### config.mk
export PLATFORM = sky130hd
export DESIGN_NAME = integer_field_formatter_flat
export DESIGN_NICKNAME = d
export VERILOG_FILES = /design/src/design/ifmt_pkg.sv /design/src/design/ifmt_if.sv /design/src/design/integer_field_formatter.sv /design/src/design/ifmt_conv.sv /design/src/flat_wrapper.sv
export SDC_FILE = /design/constraint.sdc
export NUM_CORES = 1
export LEC_CHECK = 0
export BUFFER_PORTS_ARGS = -buffer_cell sky130_fd_sc_hd__buf_4
export CELL_PAD_IN_SITES_DETAIL_PLACEMENT = 0
export CELL_PAD_IN_SITES_GLOBAL_PLACEMENT = 2
export CORE_MARGIN = 10
export CORE_UTILIZATION = 40
export CTS_CLUSTER_DIAMETER = 120
export DETAILED_ROUTE_END_ITERATION = 16
export HOLD_SLACK_MARGIN = 0.08
export PLACE_DENSITY = 0.91
export SYNTH_ARGS = -nofsm -noshare
export SYNTH_HDL_FRONTEND = slang
export SYNTH_HIERARCHICAL = 1
export SYNTH_SLANG_ARGS = --single-unit
### constraint.sdc
create_clock -name clk -period 11.8 [get_ports clk]
set_input_delay 0.59 -clock clk [delete_from_list [all_inputs] [get_ports clk]]
set_output_delay 0.59 -clock clk [all_outputs]
set_load 0.05 [all_outputs]
### src/design/ifmt_pkg.sv
// Package for the integer field formatter: widths, operation codes,
// ASCII constants and the digit-to-character lookup.
// Depends on nothing; used by every other file in design/.
`timescale 1ns / 1ps
`default_nettype none

package ifmt_pkg;

  // Fixed widths of the request and result fields.
  localparam int VALUE_W  = 64;
  localparam int OP_W     = 3;
  localparam int FWIDTH_W = 7;
  localparam int CHAR_W   = 8;

  localparam int MAX_FIELD_DEFAULT = 64;

  // Digit register: decimal needs 20 BCD digits for a 64-bit magnitude.
  localparam int DEC_DIGITS = 20;
  localparam int HEX_DIGITS = VALUE_W / 4;
  localparam int DIG_BITS   = DEC_DIGITS * 4;
  localparam int NDIG_W     = $clog2(DEC_DIGITS + 1);
  localparam int BITCNT_W   = $clog2(VALUE_W);

  // Operation codes.
  localparam logic [OP_W-1:0] OP_SDEC = 3'd0;
  localparam logic [OP_W-1:0] OP_UDEC = 3'd1;
  localparam logic [OP_W-1:0] OP_LHEX = 3'd2;
  localparam logic [OP_W-1:0] OP_UHEX = 3'd3;
  localparam logic [OP_W-1:0] OP_PTR  = 3'd4;

  localparam logic [CHAR_W-1:0] CH_SPACE = 8'h20;
  localparam logic [CHAR_W-1:0] CH_ZERO  = 8'h30;
  localparam logic [CHAR_W-1:0] CH_MINUS = 8'h2d;
  localparam logic [CHAR_W-1:0] CH_X     = 8'h78;

  localparam logic [CHAR_W-1:0] HEX_LOWER [16] = '{
    8'h30, 8'h31, 8'h32, 8'h33, 8'h34, 8'h35, 8'h36, 8'h37,
    8'h38, 8'h39, 8'h61, 8'h62, 8'h63, 8'h64, 8'h65, 8'h66
  };
  localparam logic [CHAR_W-1:0] HEX_UPPER [16] = '{
    8'h30, 8'h31, 8'h32, 8'h33, 8'h34, 8'h35, 8'h36, 8'h37,
    8'h38, 8'h39, 8'h41, 8'h42, 8'h43, 8'h44, 8'h45, 8'h46
  };

  // Control from the sequencer to the digit unit.
  typedef struct packed {
    logic start;
    logic dec;
    logic shift;
  } conv_ctrl_t;

  // Status from the digit unit.
  typedef struct packed {
    logic              done;
    logic [NDIG_W-1:0] ndig;
    logic [3:0]        top_digit;
  } conv_stat_t;

  function automatic logic [CHAR_W-1:0] digit_char(input logic [3:0] d, input logic upper);
    digit_char = upper ? HEX_UPPER[d] : HEX_LOWER[d];
  endfunction

endpackage

`default_nettype wire

### src/design/ifmt_if.sv
// Handshake interfaces for the formatter: request channel and character channel.
// Depends on ifmt_pkg for field widths.
`timescale 1ns / 1ps
`default_nettype none

interface ifmt_req_if;
  logic                           valid;
  logic                           ready;
  logic [ifmt_pkg::VALUE_W-1:0]   value;
  logic                           operand_size;
  logic [ifmt_pkg::OP_W-1:0]      operation;
  logic [ifmt_pkg::FWIDTH_W-1:0]  field_width;
  logic                           zero_pad;
  logic                           flush_left;

  modport source (output valid, value, operand_size, operation, field_width,
                  zero_pad, flush_left, input ready);
  modport sink (input valid, value, operand_size, operation, field_width,
                zero_pad, flush_left, output ready);
endinterface

interface ifmt_char_if;
  logic                          valid;
  logic                          ready;
  logic [ifmt_pkg::CHAR_W-1:0]   character;
  logic                          last;

  modport source (output valid, character, last, input ready);
  modport sink (input valid, character, last, output ready);
endinterface

`default_nettype wire

### src/design/integer_field_formatter.sv
// Top level of the integer field formatter: request capture, field sequencer
// and registered character output. Depends on ifmt_pkg, ifmt_if and ifmt_conv.
//
//   Port      Dir   Contents
//   request   in    value, operand_size, operation, field_width, zero_pad, flush_left
//   result    out   character, last (one transfer per character of the field)
//
// One request is in flight at a time. Decimal requests pass through the bit-serial BCD
// converter; hex and pointer requests load directly. Leading zeros are then trimmed one
// digit at a time (at most 19 decimal, 15 hex dropped), after which one character leaves
// per cycle while the result does not stall. Reset is synchronous and empties the block;
// a new request is taken once the last character is registered.
`timescale 1ns / 1ps
`default_nettype none

module integer_field_formatter #(
  parameter int MAX_FIELD = ifmt_pkg::MAX_FIELD_DEFAULT
) (
  input wire logic   clk,
  input wire logic   rst,
  ifmt_req_if.sink   request,
  ifmt_char_if.source result
);

  localparam int CW = $clog2(MAX_FIELD + 1);

  typedef enum logic [1:0] {S_IDLE, S_WAIT, S_EMIT} state_t;

  state_t                       state;
  logic [CW-1:0]                width_sat;
  logic                         zpad;
  logic                         left;
  logic                         neg;
  logic                         ptr;
  logic                         upper;
  logic [CW-1:0]                remain;
  logic [CW-1:0]                pre_cnt;
  logic [CW-1:0]                post_cnt;
  logic [1:0]                   pfx_cnt;
  logic [ifmt_pkg::NDIG_W-1:0]  dig_cnt;
  logic                         out_valid;
  logic [ifmt_pkg::CHAR_W-1:0]  out_char;
  logic                         out_last;

  logic                         accept;
  logic [ifmt_pkg::VALUE_W-1:0] v_ext;
  logic [ifmt_pkg::VALUE_W-1:0] mag;
  logic                         req_neg;
  logic                         req_dec;
  logic                         req_hexup;
  logic                         req_ptr;
  logic [1:0]                   pfx_len;
  logic [CW-1:0]                text_len;
  logic [CW-1:0]                pad;
  logic                         emit_go;
  logic [ifmt_pkg::CHAR_W-1:0]  next_char;
  logic                         take_digit;

  ifmt_pkg::conv_ctrl_t         conv_ctrl;
  ifmt_pkg::conv_stat_t         conv_stat;

  assign accept = request.valid && request.ready;

  // Operand extension and magnitude.
  always_comb begin
    if (request.operand_size) begin
      v_ext = request.value;
    end else begin
      v_ext = {{(ifmt_pkg::VALUE_W - 32){request.operation == ifmt_pkg::OP_SDEC
                                          && request.value[31]}},
               request.value[31:0]};
    end
    req_neg   = (request.operation == ifmt_pkg::OP_SDEC) && v_ext[ifmt_pkg::VALUE_W-1];
    mag       = req_neg ? (~v_ext + 1'b1) : v_ext;
    req_ptr   = (request.operation == ifmt_pkg::OP_PTR);
    req_hexup = (request.operation == ifmt_pkg::OP_UHEX);
    req_dec   = !(request.operation == ifmt_pkg::OP_LHEX ||
                  request.operation == ifmt_pkg::OP_UHEX ||
                  request.operation == ifmt_pkg::OP_PTR);
  end

  assign pfx_len  = neg ? 2'd1 : (ptr ? 2'd2 : 2'd0);
  assign text_len = CW'(conv_stat.ndig) + CW'(pfx_len);
  assign pad      = (width_sat > text_len) ? width_sat - text_len : '0;

  assign emit_go = (state == S_EMIT) && (!out_valid || result.ready);

  always_comb begin
    take_digit = 1'b0;
    priority if (pre_cnt != '0) begin
      next_char = zpad ? ifmt_pkg::CH_ZERO : ifmt_pkg::CH_SPACE;
    end else if (pfx_cnt != 2'd0) begin
      next_char = neg ? ifmt_pkg::CH_MINUS :
                  (pfx_cnt == 2'd2 ? ifmt_pkg::CH_ZERO : ifmt_pkg::CH_X);
    end else if (dig_cnt != '0) begin
      next_char  = ifmt_pkg::digit_char(conv_stat.top_digit, upper);
      take_digit = 1'b1;
    end else begin
      next_char = ifmt_pkg::CH_SPACE;
    end
  end

  assign conv_ctrl.start = accept;
  assign conv_ctrl.dec   = req_dec;
  assign conv_ctrl.shift = emit_go && take_digit;

  ifmt_conv u_conv (
    .clk  (clk),
    .rst  (rst),
    .ctrl (conv_ctrl),
    .mag  (mag),
    .stat (conv_stat)
  );

  always_ff @(posedge clk) begin
    if (rst) begin
      state     <= S_IDLE;
      out_valid <= 1'b0;
      out_char  <= '0;
      out_last  <= 1'b0;
      width_sat <= '0;
      zpad      <= 1'b0;
      left      <= 1'b0;
      neg       <= 1'b0;
      ptr       <= 1'b0;
      upper     <= 1'b0;
      remain    <= '0;
      pre_cnt   <= '0;
      post_cnt  <= '0;
      pfx_cnt   <= '0;
      dig_cnt   <= '0;
    end else begin
      if (emit_go) begin
        out_valid <= 1'b1;
        out_char  <= next_char;
        out_last  <= (remain == CW'(1));
      end else if (result.ready) begin
        out_valid <= 1'b0;
      end

      unique case (state)
        S_IDLE: begin
          if (accept) begin
            width_sat <= (request.field_width > ifmt_pkg::FWIDTH_W'(MAX_FIELD)) ?
                         CW'(MAX_FIELD) : request.field_width[CW-1:0];
            zpad      <= request.zero_pad && !request.flush_left;
            left      <= request.flush_left;
            neg       <= req_neg;
            ptr       <= req_ptr;
            upper     <= req_hexup;
            state     <= S_WAIT;
          end
        end
        S_WAIT: begin
          if (conv_stat.done) begin
            remain   <= text_len + pad;
            pre_cnt  <= left ? '0 : pad;
            post_cnt <= left ? pad : '0;
            pfx_cnt  <= pfx_len;
            dig_cnt  <= conv_stat.ndig;
            state    <= S_EMIT;
          end
        end
        S_EMIT: begin
          if (emit_go) begin
            remain <= remain - 1'b1;
            priority if (pre_cnt != '0) begin
              pre_cnt <= pre_cnt - 1'b1;
            end else if (pfx_cnt != 2'd0) begin
              pfx_cnt <= pfx_cnt - 1'b1;
            end else if (dig_cnt != '0) begin
              dig_cnt <= dig_cnt - 1'b1;
            end else begin
              post_cnt <= post_cnt - 1'b1;
            end
            if (remain == CW'(1)) begin
              state <= S_IDLE;
            end
          end
        end
        default: state <= S_IDLE;
      endcase
    end
  end

  assign request.ready    = (state == S_IDLE);
  assign result.valid     = out_valid;
  assign result.character = out_char;
  assign result.last      = out_last;

  // The field never runs dry while characters are still being sequenced.
  a_remain_nonzero: assert property (@(posedge clk) disable iff (rst)
    (state == S_EMIT) |-> (remain != '0))
    else $error("emit state with no characters left");

  // The final character of a field returns the sequencer to idle.
  a_last_to_idle: assert property (@(posedge clk) disable iff (rst)
    (emit_go && remain == CW'(1)) |=> (state == S_IDLE && out_last))
    else $error("last character did not close the field");

  // Digits are only taken from a finished conversion.
  a_shift_when_done: assert property (@(posedge clk) disable iff (rst)
    conv_ctrl.shift |-> conv_stat.done)
    else $error("digit shift before conversion finished");

  // A request transfer closes the input until the field is out.
  a_one_in_flight: assert property (@(posedge clk) disable iff (rst)
    accept |=> !request.ready)
    else $error("second request taken while one is in flight");

endmodule

`default_nettype wire

### src/design/ifmt_conv.sv
// Digit unit: bit-serial binary to BCD conversion (shift and add-3), hex load,
// and leading-zero trimming; then hands out digits one nibble per shift.
// Depends on ifmt_pkg.
`timescale 1ns / 1ps
`default_nettype none

module ifmt_conv (
  input  wire logic                         clk,
  input  wire logic                         rst,
  input  wire ifmt_pkg::conv_ctrl_t         ctrl,
  input  wire logic [ifmt_pkg::VALUE_W-1:0] mag,
  output ifmt_pkg::conv_stat_t              stat
);

  typedef enum logic [1:0] {C_IDLE, C_CONV, C_TRIM, C_DONE} cstate_t;

  cstate_t                            state;
  logic [ifmt_pkg::DIG_BITS-1:0]      bcd;
  logic [ifmt_pkg::DIG_BITS-1:0]      bcd_adj;
  logic [ifmt_pkg::VALUE_W-1:0]       sr;
  logic [ifmt_pkg::BITCNT_W-1:0]      bit_cnt;
  logic [ifmt_pkg::NDIG_W-1:0]        ndig;

  // Digits of five or more get 3 added before the doubling shift.
  always_comb begin
    for (int i = 0; i < ifmt_pkg::DEC_DIGITS; i++) begin
      bcd_adj[i*4 +: 4] = (bcd[i*4 +: 4] >= 4'd5) ? bcd[i*4 +: 4] + 4'd3 : bcd[i*4 +: 4];
    end
  end

  always_ff @(posedge clk) begin
    if (rst) begin
      state   <= C_IDLE;
      bcd     <= '0;
      sr      <= '0;
      bit_cnt <= '0;
      ndig    <= '0;
    end else if (ctrl.start) begin
      bit_cnt <= '0;
      if (ctrl.dec) begin
        bcd   <= '0;
        sr    <= mag;
        state <= C_CONV;
      end else begin
        bcd   <= {mag, {(ifmt_pkg::DIG_BITS - ifmt_pkg::VALUE_W){1'b0}}};
        ndig  <= ifmt_pkg::NDIG_W'(ifmt_pkg::HEX_DIGITS);
        state <= C_TRIM;
      end
    end else begin
      unique case (state)
        C_IDLE: ;
        C_CONV: begin
          bcd     <= {bcd_adj[ifmt_pkg::DIG_BITS-2:0], sr[ifmt_pkg::VALUE_W-1]};
          sr      <= {sr[ifmt_pkg::VALUE_W-2:0], 1'b0};
          bit_cnt <= bit_cnt + 1'b1;
          if (bit_cnt == ifmt_pkg::BITCNT_W'(ifmt_pkg::VALUE_W - 1)) begin
            ndig  <= ifmt_pkg::NDIG_W'(ifmt_pkg::DEC_DIGITS);
            state <= C_TRIM;
          end
        end
        C_TRIM: begin
          // Drop leading zero digits, but always keep one.
          if (bcd[ifmt_pkg::DIG_BITS-1 -: 4] == 4'd0 && ndig > ifmt_pkg::NDIG_W'(1)) begin
            bcd  <= {bcd[ifmt_pkg::DIG_BITS-5:0], 4'd0};
            ndig <= ndig - 1'b1;
          end else begin
            state <= C_DONE;
          end
        end
        C_DONE: begin
          if (ctrl.shift) begin
            bcd <= {bcd[ifmt_pkg::DIG_BITS-5:0], 4'd0};
          end
        end
        default: state <= C_IDLE;
      endcase
    end
  end

  assign stat.done      = (state == C_DONE);
  assign stat.ndig      = ndig;
  assign stat.top_digit = bcd[ifmt_pkg::DIG_BITS-1 -: 4];

endmodule

`default_nettype wire
### src/flat_wrapper.sv
// flat-port wrapper written by rule: the top's interface ports become plain ports
module integer_field_formatter_flat 
#(
  parameter int MAX_FIELD = ifmt_pkg::MAX_FIELD_DEFAULT
)
  (clk, rst, request_valid, request_value, request_operand_size, request_operation, request_field_width, request_zero_pad, request_flush_left, request_ready, result_valid, result_character, result_last, result_ready);
  ifmt_req_if request_i ();
  ifmt_char_if result_i ();
  input wire logic clk;
  input wire logic rst;
  input wire logic [$bits(request_i.valid)-1:0] request_valid;
  input wire logic [$bits(request_i.value)-1:0] request_value;
  input wire logic [$bits(request_i.operand_size)-1:0] request_operand_size;
  input wire logic [$bits(request_i.operation)-1:0] request_operation;
  input wire logic [$bits(request_i.field_width)-1:0] request_field_width;
  input wire logic [$bits(request_i.zero_pad)-1:0] request_zero_pad;
  input wire logic [$bits(request_i.flush_left)-1:0] request_flush_left;
  output wire logic [$bits(request_i.ready)-1:0] request_ready;
  output wire logic [$bits(result_i.valid)-1:0] result_valid;
  output wire logic [$bits(result_i.character)-1:0] result_character;
  output wire logic [$bits(result_i.last)-1:0] result_last;
  input wire logic [$bits(result_i.ready)-1:0] result_ready;
  assign request_i.valid = request_valid;
  assign request_i.value = request_value;
  assign request_i.operand_size = request_operand_size;
  assign request_i.operation = request_operation;
  assign request_i.field_width = request_field_width;
  assign request_i.zero_pad = request_zero_pad;
  assign request_i.flush_left = request_flush_left;
  assign request_ready = request_i.ready;
  assign result_valid = result_i.valid;
  assign result_character = result_i.character;
  assign result_last = result_i.last;
  assign result_i.ready = result_ready;
  integer_field_formatter #(.MAX_FIELD(MAX_FIELD)) u_core (.clk(clk), .rst(rst), .request(request_i), .result(result_i));
endmodule
# --- Yosys cells after proc, flatten, opt, wreduce, memory -nomap -nowiden ---
# Memory sizes are Yosys's and may differ from the RTL's.
# Index checks and enable logic that the tools add are counted.
# W data, S select, Z words.
totals:
  reg_bits: 202
  latch_bits: 0
  mem_bits_rw: 0
  rom_bits: 256
  in_bits: 81
  out_inout_bits: 11
  elab_cells: 221
  n_memories: 2
mem_list:
  columns: ["name", "words", "width", "rd", "rd_ports_with_merged_regs", "write_ports", "line", "source"]
  rows:
  - ["(no name shown)", 16, 8, 1, 0, 0, "ifmt_pkg.sv:60", "digit_char = upper ? HEX_UPPER[d] : HEX_LOWER[d];"]
  - ["(no name shown)", 16, 8, 1, 0, 0, "ifmt_pkg.sv:60", null]
classes:
  addsub: 30
  multipliers: 0
  n_div: 0
  order_cmp: 24
  n_eq_ne: 26
  shifts: 0
  mux: 84
  bitwise_logic: 2
  reduce_logical: 34
ops:
  columns: ["operator", "count"]
  rows:
  - ["$mux W64", 5]
  - ["$mux W80", 4]
  - ["$pmux W80 S3", 1]
  - ["$ge A4 B3 Y1 const B", 20]
  - ["$add A4 B2 Y4 const B", 19]
  - ["$mux W4", 19]
  - ["$mux W8", 9]
  - ["$add A64 B1 Y64 const B", 1]
  - ["$not A64 Y64", 1]
  - ["$mux W7", 9]
  - ["$mux W5", 10]
  - ["$mux W2", 14]
  - ["$pmux W7 S2", 2]
  - ["$pmux W5 S2", 2]
  - ["$ne A2 B2 Y1 const B", 9]
  - ["$sub A7 B1 Y7 const B", 2]
  - ["$reduce_and A4 Y1", 3]
  - ["$sub A5 B1 Y5 const B", 2]
  - ["$ne A3 B2 Y1 const B", 3]
  - ["$reduce_and A3 Y1", 3]
  - ["$eq A2 B2 Y1 const B", 4]
  - ["$pmux W2 S2", 2]
  - ["$reduce_bool A2 Y1", 4]
  - ["$add A7 B7 Y7", 1]
  - ["34 further kinds", 51]

# --- Logic depth before layout (Yosys ltp) ---
# Gate-level depths: netlist of the first run.
depth:
  word_depth: 8
  mapped_depth: 21
  mapped_depth_nobuf: 20

# --- By module ---
# The synthesis of the first run kept the hierarchy.
modules_own_cells:
  columns: ["mod", "instances", "cells_each", "area_per_inst_um2", "seq_area_each_um2"]
  rows:
  - ["ifmt_conv", 1, 1157, 9484.1, 3143.0]
  - ["integer_field_formatter", 1, 726, 5102.4, 880.8]

# --- Least setup slack after synthesis of the first run ---
# No wires, ideal clock.
synth_timing:
  path_type: "flip-flop to flip-flop"
  from: "reg u_core/u_conv/ndig[0] (netlist bit)"
  to: "reg u_core.remain[6]"
  t_arrival_ns: 4.232
  path_slack_ns: 7.489
  path_stages_with_launch: 20
  n_path_buf: 1
  period_less_slack_ns: 4.311
  cell_sequence: "dfxtp_1 -> ha_1 -> inv_1 -> fa_1 -> nand3b_1 -> xnor2_1 -> inv_1 -> ha_1 -> a21o_1 -> a2111oi_0 -> or2_2 -> clkbuf_1 -> nor2_1 -> fa_1 -> a211oi_1 -> o21bai_1 -> a21oi_1 -> nand2_1 -> a211o_1 -> o211ai_1"
synth_via:
  elab_chain_len: 6
  word_cells_on_any_way: 7
synth_rtl:
  columns: ["element", "line", "source"]
  rows:
  - ["start, declared", "ifmt_conv.sv:22", "logic [ifmt_pkg::NDIG_W-1:0] ndig;"]
  - ["start signal, assigned", "ifmt_conv.sv:46", "ndig <= ifmt_pkg::NDIG_W'(ifmt_pkg::HEX_DIGITS);"]
  - ["start signal, assigned", "ifmt_conv.sv:57", "ndig <= ifmt_pkg::NDIG_W'(ifmt_pkg::DEC_DIGITS);"]
  - ["start signal, assigned", "ifmt_conv.sv:65", "ndig <= ndig - 1'b1;"]
  - ["$add A5 B2 Y6 *", "integer_field_formatter.sv:83", "assign text_len = CW'(conv_stat.ndig) + CW'(pfx_len);"]
  - ["$sub A7 B7 Y7 / $gt A7 B7 Y1 (equally long branches)", "integer_field_formatter.sv:84", "assign pad = (width_sat > text_len) ? width_sat - text_len : '0;"]
  - ["$mux W7", "integer_field_formatter.sv:84", null]
  - ["$add A7 B7 Y7 *", "integer_field_formatter.sv:156", "remain <= text_len + pad;"]
  - ["$mux W7 *", "integer_field_formatter.sv:155", "if (conv_stat.done) begin"]
  - ["$pmux W7 S2 *", "integer_field_formatter.sv:141", "unique case (state)"]
  - ["end signal, assigned", "integer_field_formatter.sv:156", null]
  - ["end signal, assigned", "integer_field_formatter.sv:166", "remain <= remain - 1'b1;"]
  - ["end, declared", "integer_field_formatter.sv:36", "logic [CW-1:0] remain;"]
# Every way passes the cells marked *; elsewhere a longest branch is shown, timed or not. The select of a mux whose other input is x is not followed.
# A chain may end at the register's enable or synchronous reset.

# --- Worst setup path in the final report of the first run ---
# Same ends and word-level chain as after synthesis.

==> results.cfg, run 1 <==
[status]
status = finished clean

[worst_hold_path]
hp-class = input port to flop

[clock_network]
clk_pin_slew_ns = 0.06
cts_sinks = 201
cts_max_level = 1
root_buffer = clkbuf_16
cts_buffers = 26
postCtsHoldBufs = 0
cts.path.max_buffers = 3
postCtsSetupBuffers = 0
clkLatencyLatePin_ns = 0.55
cts_resized = 0
cts_tree = done

[global_routing]
grt_max_degree = 127
grt_pass1_wl_um = 76100
antenna_found_initial = 2
overflow = 0
globalRouteTotalUtil_pct = 20.7
grt_pass1_vias = 13800

[sta]
post-route-period-util_pct = 39.8
relSlewSlack_pct = 18.1
fmax_ghz = 0.213
slew_violations = 0
worst_slack_ns = 7.10
worst_pin_slew_ns = 1.23
fin_tns_setup_ns = 0
hold_violations = 0
period_minus_slack_ns = 4.70
finalSetupViolations = 0
finClkSkew_ns = 0.0193
rsz0062_at_grt = false

[pwr]
p_per_area_nw_per_um2 = 156
p_leak_nw = 5.85
peakVddDrop_mv = 0.107

[setup_path]
critPathArrivalTime_ns = 5.18
startpoint_type = flop
cp-end-kind = flop
crit_path_max_fanout = 7
crit_required_ns = 12.28
critPathKind = flop to flop

[synth]
syn_nets = 2038
ys_top_cells_by_area = dfxtp_1, a21oi_1, a211oi_1
syn_area_per_cell_sq_um = 7.75
synth_top_area_cell = dfxtp_1
synth_top_family_by_area = compound AO/OA/AOI/OAI gates
synthCells = 1883
synth_compound_area_share_pct = 30.5
seq_area_frac_synth_pct = 27.6
yosys_register_bits = 201
yosys_warnings = 6
synth_edf_count = 0
synthDistinctLibCells = 81
ys.flop_type = dfxtp_1
syn_area_sq_um = 14600
synthTopCellsByCount = nor2_1, dfxtp_1, a21oi_1
synthAdderAreaFrac_pct = 6.50
synth_most_common_cell = nor2_1
async_flop_share_pct = 0
synth_mux_area_share_pct = 5.01
synth_simple_gate_area_share_pct = 20.0
synth_xor_area_share_pct = 3.90
yosys.area.top_type_share_pct = 27.6

[routing]
ant_nets = 0
vias_per_cell = 6.09
dr_total_vias = 14400
wl_um = 47300
drt_iter0_drc = 991
wl_per_cell_um = 20.0
drc = 0
drtPass1Iterations = 5

[place]
pre_cts_slack_ns = 7.20
detailed_place_hpwl_um = 32100
finalWeightedCongestion = 0.877
io_buffers = 90

[floorplan]
std_cell_rows = 69
initial_utilization_pct = 40.8
core_sq_um = 35700
die_y_um = 211
die_w_um = 211
die-area_sq_um = 44500
io_pins = 92

[final_layout]
area_growth_pct = 11.0
antennaDiodeCount = 0
drive_gt1_share_pct = 10.0
fin_nets = 2046

[run]
cap_violations = 0
## layout by cell type (no fill, tap or decap), types with 13 or more instances in the layout
cell type / synthesis / layout
buf_4: 17 / 109
a31oi_1: 42 / 42
a32oi_1: 16 / 16
nand2b_1: 30 / 30
clkbuf_16: 0 / 27
a21oi_1: 196 / 196
o21ai_0: 89 / 89
nor4_1: 27 / 27
xnor2_1: 37 / 37
a32o_1: 16 / 16
ha_1: 71 / 71
nor2b_1: 20 / 20
a22oi_1: 21 / 21
nand2_1: 93 / 92
xor2_1: 28 / 28
nor2_1: 218 / 217
nor3b_1: 29 / 29
o31ai_1: 15 / 15
dfxtp_1: 201 / 201
o21ai_1: 43 / 42
inv_1: 80 / 79
nand3_1: 24 / 24
mux2i_1: 73 / 73
nor3_1: 76 / 76
a211oi_1: 124 / 124
a2111oi_2: 13 / 13
## kinds of logic after synthesis
logic type | count (synthesis)
buffers and inverters | 210
XOR/XNOR | 65
flip-flops | 201
adder cells (fa/ha/maj) | 74
other | 1
AO/OA/AOI/OAI | 672
AND/OR/NAND/NOR | 587
multiplexers | 73
## sequential cells by signal, summed over array words and instances (netlist names)
signal and flops:
u_core/width_sat 7, u_core/result.character 7, u_core/result.valid 1, u_core/pre_cnt 7, u_core/zpad 1, u_core/u_conv/sr 64
u_core/ptr 1, u_core/neg 1, u_core/u_conv/bcd 80, u_core/state 2, u_core/u_conv/ndig 5, u_core/u_conv/state 2
u_core/u_conv/bit_cnt 6, u_core/pfx_cnt 2, u_core/remain 7, u_core/dig_cnt 5, u_core/upper 1, u_core/result.last 1
u_core/left 1
## cell type report
type | instances | area, sq um
inverters | 81 | 307
repair buffers | 109 | 818
flip-flops and latches | 201 | 4020
clock buffers | 43 | 806
fillers | 3657 | 19500
well taps | 461 | 577
clock inverters | 1 | 8.76
multi-input cells | 1472 | 9660
## critical path, stage by stage (launching register included)
cell and delay [ns]:
dfxtp_1 0.46, ha_1 0.22, inv_1 0.06, fa_1 0.39, xnor2_1 0.24, inv_1 0.07
ha_1 0.34, a21oi_1 0.24, a21oi_1 0.11, a2111oi_0 0.66, or2_2 0.31, nor2_1 0.09
fa_1 0.45, a211oi_1 0.22, o21bai_1 0.11, a21oi_1 0.19, nand2_1 0.07, a211o_1 0.29
o211ai_1 0.08
## per-layer routing
metal	up-vias	share of wire, %	global-route usage, %
li1	7059	-	-
met1	6866	44	26.0
met2	419	48	35.7
met3	80	5.2	2.91
met4	4	3.1	6.92
met5	-	0.057	0
## worst paths after layout
check                                     startpoint                            end  slack [ns]  cells after the start
setup / recovery  u_core/u_conv/ndig[0]$_SDFFE_PP0P_  u_core/remain[6]$_SDFFE_PP0P_        7.10                     18
hold / removal                    request_flush_left       u_core/left$_SDFFE_PP0P_        0.31                      3
setup reg to reg  u_core/u_conv/ndig[0]$_SDFFE_PP0P_  u_core/remain[6]$_SDFFE_PP0P_        7.10                     18
hold reg to reg              u_core/ptr$_SDFFE_PP0P_        u_core/ptr$_SDFFE_PP0P_        0.45                      2
## stage by stage
step                      hold WS (ns)  std cells  power, mW  utilization [%]  area (sq um)
after floorplan                  0.424       1883       1.54                -         14600
after global routing             0.318       2368       2.70             45.3         16200
final                            0.311       2368       2.53             45.3         16200
after CTS                        0.290       2368       2.54             45.3         16200
after detailed placement         0.448       2324       1.76             43.0         15400
after global placement           0.450       2324       1.74             43.0         15400
## power by group
group | internal [mW] | switching (mW) | total (mW)
clock | 0.459 | 0.311 | 0.771
combinational | 0.327 | 0.524 | 0.851
sequential | 0.782 | 0.125 | 0.907
Power figures use the tool's default switching activity.
==> inputs of run 2 (changes only) <==
- ABC_AREA: default -> 1
- CORE_UTILIZATION: 40 -> 30
- PLACE_DENSITY: 0.91 -> 0.81
- clock period: 11.8 -> 4.2 ns (I/O delays scaled with it)
==> results.cfg, run 2 <==
[setup_path]
crit_required_ns = 4.69
critPathTopFamily = adder cells
crit_path_max_fanout = 8
max_stage_delay_ns = 0.44
crit_start = u_core/neg$_SDFFE_PP0P_
path_cells = nor2_2 > inv_1 > fa_1 > nor2_1 > nand2_1 > xor2_1 > ha_1 > a21oi_2 > o21a_1 > nand2_1 > nand2_2 > nor2_1 > ha_1 > fa_1 > nand3_1 > nand3_1 > nand2_1 > nand2_1 > a21oi_1 > inv_1 > nand2_1 > nand3_1 > a21oi_1
crit_buf_inv = 2
critPathKind = flop to flop
worst-path-stages = 23
cp-end-kind = flop
r2r_start = u_core/neg$_SDFFE_PP0P_
critPathArrivalTime_ns = 4.33
critPathMostFrequentCell = nand2_1
slowest_stage = fa_1
rr_worst_depth = 23
startpoint_type = flop

[synth]
seq_area_frac_synth_pct = 25.0
synth_most_common_cell = nand2_1
syn_area_sq_um = 16100
yosys_register_bits = 201
ys.flop_type = dfxtp_1
yosys_warnings = 6
synthDistinctLibCells = 51
syn_nets = 2868
yosys.area.top_type_share_pct = 25.0
synthTopCellsByCount = nand2_1, inv_1, nor2_1
ys_top_cells_by_area = dfxtp_1, nand2_1, inv_1
synth_top_area_cell = dfxtp_1
async_flop_share_pct = 0
synthCells = 2713
syn_area_per_cell_sq_um = 5.92
synth_edf_count = 0

[clock_network]
clk_pin_slew_ns = 0.06
root_buffer = clkbuf_16
cts_buffers = 28
postCtsSetupBuffers = 0
cts.path.max_buffers = 3
cts_max_level = 1
cts_tree = done
cts_sinks = 201
clkLatencyLatePin_ns = 0.56

[routing]
vias_per_cell = 4.93
wl_per_cell_um = 15.7
ant_nets = 0
drt_iter0_drc = 1094
drc = 0
drtPass1Iterations = 5
wl_um = 54400
dr_total_vias = 17100

[final_layout]
regMostFlops = u_core/u_conv/bcd
finalNonFillerCells = 3473
layout_common_cells = nand2_1, inv_1, nor2_1, nand3_1, dfxtp_1
drive_gt1_share_pct = 8.55
antennaDiodeCount = 0
fin_util_pct = 35.0
final_common_cell = nand2_1
largest_reg_flops = 80
fillers = 5905
reg_top3 = u_core/u_conv/bcd x80, u_core/u_conv/sr x64
fin_nets = 2922
area_growth_pct = 15.0

[place]
detailed_place_hpwl_um = 38700
io_buffers = 90
dp.cells = 3382
finalWeightedCongestion = 0.919

[global_routing]
globalRouteTotalUtil_pct = 16.6
antenna_found_initial = 0
grt_max_degree = 135
grt_pass1_vias = 16100
grt_pass1_wl_um = 87100
overflow = 0

[floorplan]
io_pins = 92
die-area_sq_um = 63200
initial_utilization_pct = 30.5
die_w_um = 251
std_cell_rows = 84
die_y_um = 251
core_sq_um = 52800

[run]
cap_violations = 0

[sta]
slew_violations = 0
period_minus_slack_ns = 3.84
whs_ns = 0.0829
worst_pin_slew_ns = 0.960
fin_tns_setup_ns = 0
post-route-period-util_pct = 91.4
relSlewSlack_pct = 36.0
fmax_ghz = 0.260
finClkSkew_ns = 0.0155
hold_violations = 0
finalSetupViolations = 0
rsz0062_at_grt = false

[pwr]
p_per_area_nw_per_um2 = 639
peakVddDrop_mv = 0.346
p_leak_nw = 8.98

[worst_hold_path]
min_path_cells = 4
hp-class = input port to flop
min_from = request_value[16]

[status]
status = finished clean
==> run 2: cell count changes in the layout (fill, tap and decap cells not counted), moves of 73 or more <==
cell      delta
a21oi_1     -78
a211oi_1   -121
nand2_1    +788
nand3_1    +206
inv_1      +230
o21ai_0     +87
mux2i_1     -73
==> run 2: cell families (layout without fill, tap and decap cells) <==
| group | after synthesis | after routing | share of synthesized area [%] |
|---|---|---|---|
| compound gates | 420 | 420 | 14.5 |
| xor+xnor | 54 | 54 | 2.94 |
| fa+ha+maj | 74 | 74 | 5.90 |
| buf+inv | 453 | 525 | 11.8 |
| flops | 201 | 201 | 25.0 |
| other cells | 1 | 1 | 0.0233 |
| simple gates | 1510 | 1510 | 39.8 |
==> run 2: what timing repair did <==
action                                 4_1_cts  5_1_grt
gates resized for setup                      0        6
hold buffers                                43        0
endpoints found under the hold margin       38        0
setup endpoints to repair                    0        2
==> run 2: final timing paths <==
check	endpoint	slack [ns]
max	u_core/remain[6]$_SDFFE_PP0P_	0.36
min	u_core/u_conv/sr[16]$_SDFFE_PP0P_	0.08
max reg2reg	u_core/remain[6]$_SDFFE_PP0P_	0.36
min reg2reg	u_core/result.character[5]$_SDFFE_PP0P_	0.44
==> run 2: stage by stage <==
step / worst slack [ns] / total power, mW / instance area [sq um]
final: 0.361 / 11.8 / 18500
after floorplan: 0.640 / 7.92 / 16100
after detailed placement: 0.187 / 9.50 / 17200
after global placement: 0.278 / 9.46 / 17200
after CTS: 0.161 / 11.9 / 18500
after global routing: 0.0199 / 13.0 / 18500
==> run 2: worst reg2reg max path: stages (launching register included) <==
cell and delay, ns:
dfxtp_2 0.35, nor2_2 0.17, inv_1 0.08, fa_1 0.44, nor2_1 0.12, nand2_1 0.06, xor2_1 0.20, ha_1 0.33
a21oi_2 0.21, o21a_1 0.13, nand2_1 0.06, nand2_2 0.14, nor2_1 0.09, ha_1 0.21, fa_1 0.41, nand3_1 0.09
nand3_1 0.10, nand2_1 0.08, nand2_1 0.05, a21oi_1 0.15, inv_1 0.06, nand2_1 0.06, nand3_1 0.07, a21oi_1 0.12
==> run 2: layout make-up <==
class / instances / area, sq um / share of cell area [%]
multi-input cells: 2059 / 10200 / 55.1
flip-flops and latches: 201 / 4030 / 21.8
repair buffers: 153 / 1320 / 7.14
inverters: 324 / 1220 / 6.61
well taps: 688 / 861 / 4.66
clock buffers: 44 / 842 / 4.56
clock inverters: 4 / 23.8 / 0.129
==> run 2: power by group <==
group | leakage [nW] | internal, mW | switching (mW)
combinational | 6.89 | 2.17 | 4.21
clock | 0.427 | 1.36 | 0.928
sequential | 1.66 | 2.55 | 0.581
total | 8.98 | 6.08 | 5.72
==> run 2: routing by layer <==
layer,routed length [um],GRT usage (%)
met3,1640,1.68
met4,1280,4.28
met1,24500,20.6
met2,27000,30.2
met5,0,0
==> inputs of run 3 (changes only) <==
- CORE_MARGIN: 10 -> 2
- CTS_BUF_LIST: default -> sky130_fd_sc_hd__clkbuf_4 sky130_fd_sc_hd__clkbuf_8 sky130_fd_sc_hd__clkbuf_16
==> results.cfg, run 3 (synthesized netlist as in run 2, its figures left out) <==
[sta]
period_minus_slack_ns = 3.81
hold_violations = 0
relSlewSlack_pct = 41.3
fmax_ghz = 0.263
post-route-period-util_pct = 90.6
finClkSkew_ns = 0.0163
finalSetupViolations = 0
worst_slack_ns = 0.394
worst_pin_slew_ns = 0.880
fin_tns_setup_ns = 0
slew_violations = 0
rsz0062_at_grt = false

[place]
pre_cts_slack_ns = 0.193
finalWeightedCongestion = 0.854
detailed_place_hpwl_um = 37700
io_buffers = 90
dp.cells = 3383

[floorplan]
core_sq_um = 52800
std_cell_rows = 84
die_y_um = 235
initial_utilization_pct = 30.5
die-area_sq_um = 55400
die_w_um = 235
io_pins = 92

[routing]
wl_per_cell_um = 15.2
ant_nets = 0
drc = 0
drt_iter0_drc = 1124
wl_um = 52800
dr_total_vias = 17000
drtPass1Iterations = 6
vias_per_cell = 4.89

[setup_path]
crit_required_ns = 4.68
crit_path_max_fanout = 8
critPathKind = flop to flop
cp-end-kind = flop
r2r_end = u_core/remain[6]$_SDFFE_PP0P_
r2r_start = u_core/neg$_SDFFE_PP0P_
rr_worst_depth = 23
critPathArrivalTime_ns = 4.28
reg2reg_slack_ns = 0.39
startpoint_type = flop

[pwr]
clkPwrFrac_pct = 19.5
swShare_pct = 48.3
power.total_mw = 11.8
peakVddDrop_mv = 0.328
comb_power_share_pct = 54.0
p_per_area_nw_per_um2 = 639
p_int_mw = 6.08
p_switching_mw = 5.69
power_frac_seq_pct = 26.5
p_leak_nw = 8.97

[final_layout]
drive_gt1_share_pct = 8.98
largest_reg_flops = 80
fillers = 5930
regMostFlops = u_core/u_conv/bcd
layout_common_cells = nand2_1, inv_1, nor2_1, nand3_1, dfxtp_1
area_growth_pct = 14.8
antennaDiodeCount = 0
final_common_cell = nand2_1
finalNonFillerCells = 3471
fin_nets = 2919
reg_top3 = u_core/u_conv/bcd x80, u_core/u_conv/sr x64

[clock_network]
cts_tree = done
cts_buffers = 27
cts_sinks = 201
cts_max_level = 1
clkLatencyLatePin_ns = 0.55
cts.path.max_buffers = 3
clk_pin_slew_ns = 0.06
root_buffer = clkbuf_16

[worst_hold_path]
holdPathEnd = u_core/u_conv/sr[8]$_SDFFE_PP0P_
min_from = request_value[8]
hp-class = input port to flop
min_path_cells = 4

[run]
cap_violations = 0

[global_routing]
grt_max_degree = 148
grt_pass1_vias = 16100
globalRouteTotalUtil_pct = 18.7
antenna_found_initial = 0
overflow = 0
grt_pass1_wl_um = 85100

[status]
status = finished clean
-- run 3: critical path, cell delays in order (launching register included) --
cell and delay, ns:
dfxtp_2 0.34, nor2_2 0.17, inv_1 0.08, fa_1 0.45
nor2_1 0.12, nand2_1 0.06, xor2_1 0.16, ha_1 0.34
a21oi_2 0.18, o21a_1 0.14, nand2_1 0.06, nand2_2 0.14
nor2_1 0.09, ha_1 0.21, fa_1 0.40, nand3_1 0.08
nand3_1 0.10, nand2_1 0.08, nand2_1 0.06, a21oi_2 0.13
inv_1 0.05, nand2_1 0.06, nand3_1 0.08, a21oi_1 0.14
-- run 3: area by class of cell --
cell class                 count  area (sq um)  share of cell area [%]
multi-input combinational   2059         10200                    55.2
sequential                   201          4030                    21.8
timing repair buffer         151          1270                    6.88
inverter                     324          1220                    6.62
tap                          688           861                    4.67
clock buffer                  39           803                    4.36
clock inverter                 9          76.3                   0.414
-- run 3: worst max path at each step --
| stage | to | start | cells after the start |
|---|---|---|---|
| after detailed placement | u_core/remain[6]$_SDFFE_PP0P_ | u_core/neg$_SDFFE_PP0P_ | 23 |
| after CTS | u_core/remain[6]$_SDFFE_PP0P_ | u_core/neg$_SDFFE_PP0P_ | 23 |
| after global routing | u_core/remain[6]$_SDFFE_PP0P_ | u_core/ptr$_SDFFE_PP0P_ | 24 |
| after global placement | u_core/remain[6]$_SDFFE_PP0P_ | u_core/u_conv/ndig[0]$_SDFFE_PP0P_ | 23 |
| after floorplan | u_core/remain[6]$_SDFFE_PP0P_ | u_core/u_conv/ndig[0]$_SDFFE_PP0P_ | 23 |
| final | u_core/remain[6]$_SDFFE_PP0P_ | u_core/neg$_SDFFE_PP0P_ | 23 |
-- run 3: timing repair --
item / CTS / global route
hold endpoints to repair: 35 / 0
setup endpoints to repair: 0 / 2
setup buffers: 0 / 1
gates resized for setup: 0 / 7
hold buffers: 39 / 0
-- run 3: power groups by stage --
stage	clock [mW]	sequential, mW	combinational [mW]
after floorplan	0	3.01	4.91
after global placement	0	3.14	6.27
after detailed placement	0	3.14	6.31
after CTS	2.36	3.11	6.38
after global routing	2.43	3.22	7.39
final	2.29	3.12	6.36
-- run 3: metrics by stage --
| step | hold slack, ns | utilization [%] | area (sq um) |
|---|---|---|---|
| global route | 0.102 | 35.0 | 18400 |
| floorplan | 0.279 | - | 16100 |
| detailed placement | 0.426 | 32.5 | 17100 |
| global placement | 0.424 | 32.5 | 17100 |
| CTS | 0.0812 | 34.9 | 18400 |
| finish | 0.0837 | 35.0 | 18400 |
-- run 3: routing by layer --
| metal | up-vias | track usage [%] | share of wire [%] |
|---|---|---|---|
| met2 | 259 | 33.4 | 48 |
| met1 | 7834 | 23.6 | 46 |
| met5 | - | 0 | 0 |
| met4 | 0 | 5.33 | 2.7 |
| met3 | 66 | 1.93 | 2.7 |
| li1 | 8817 | - | - |
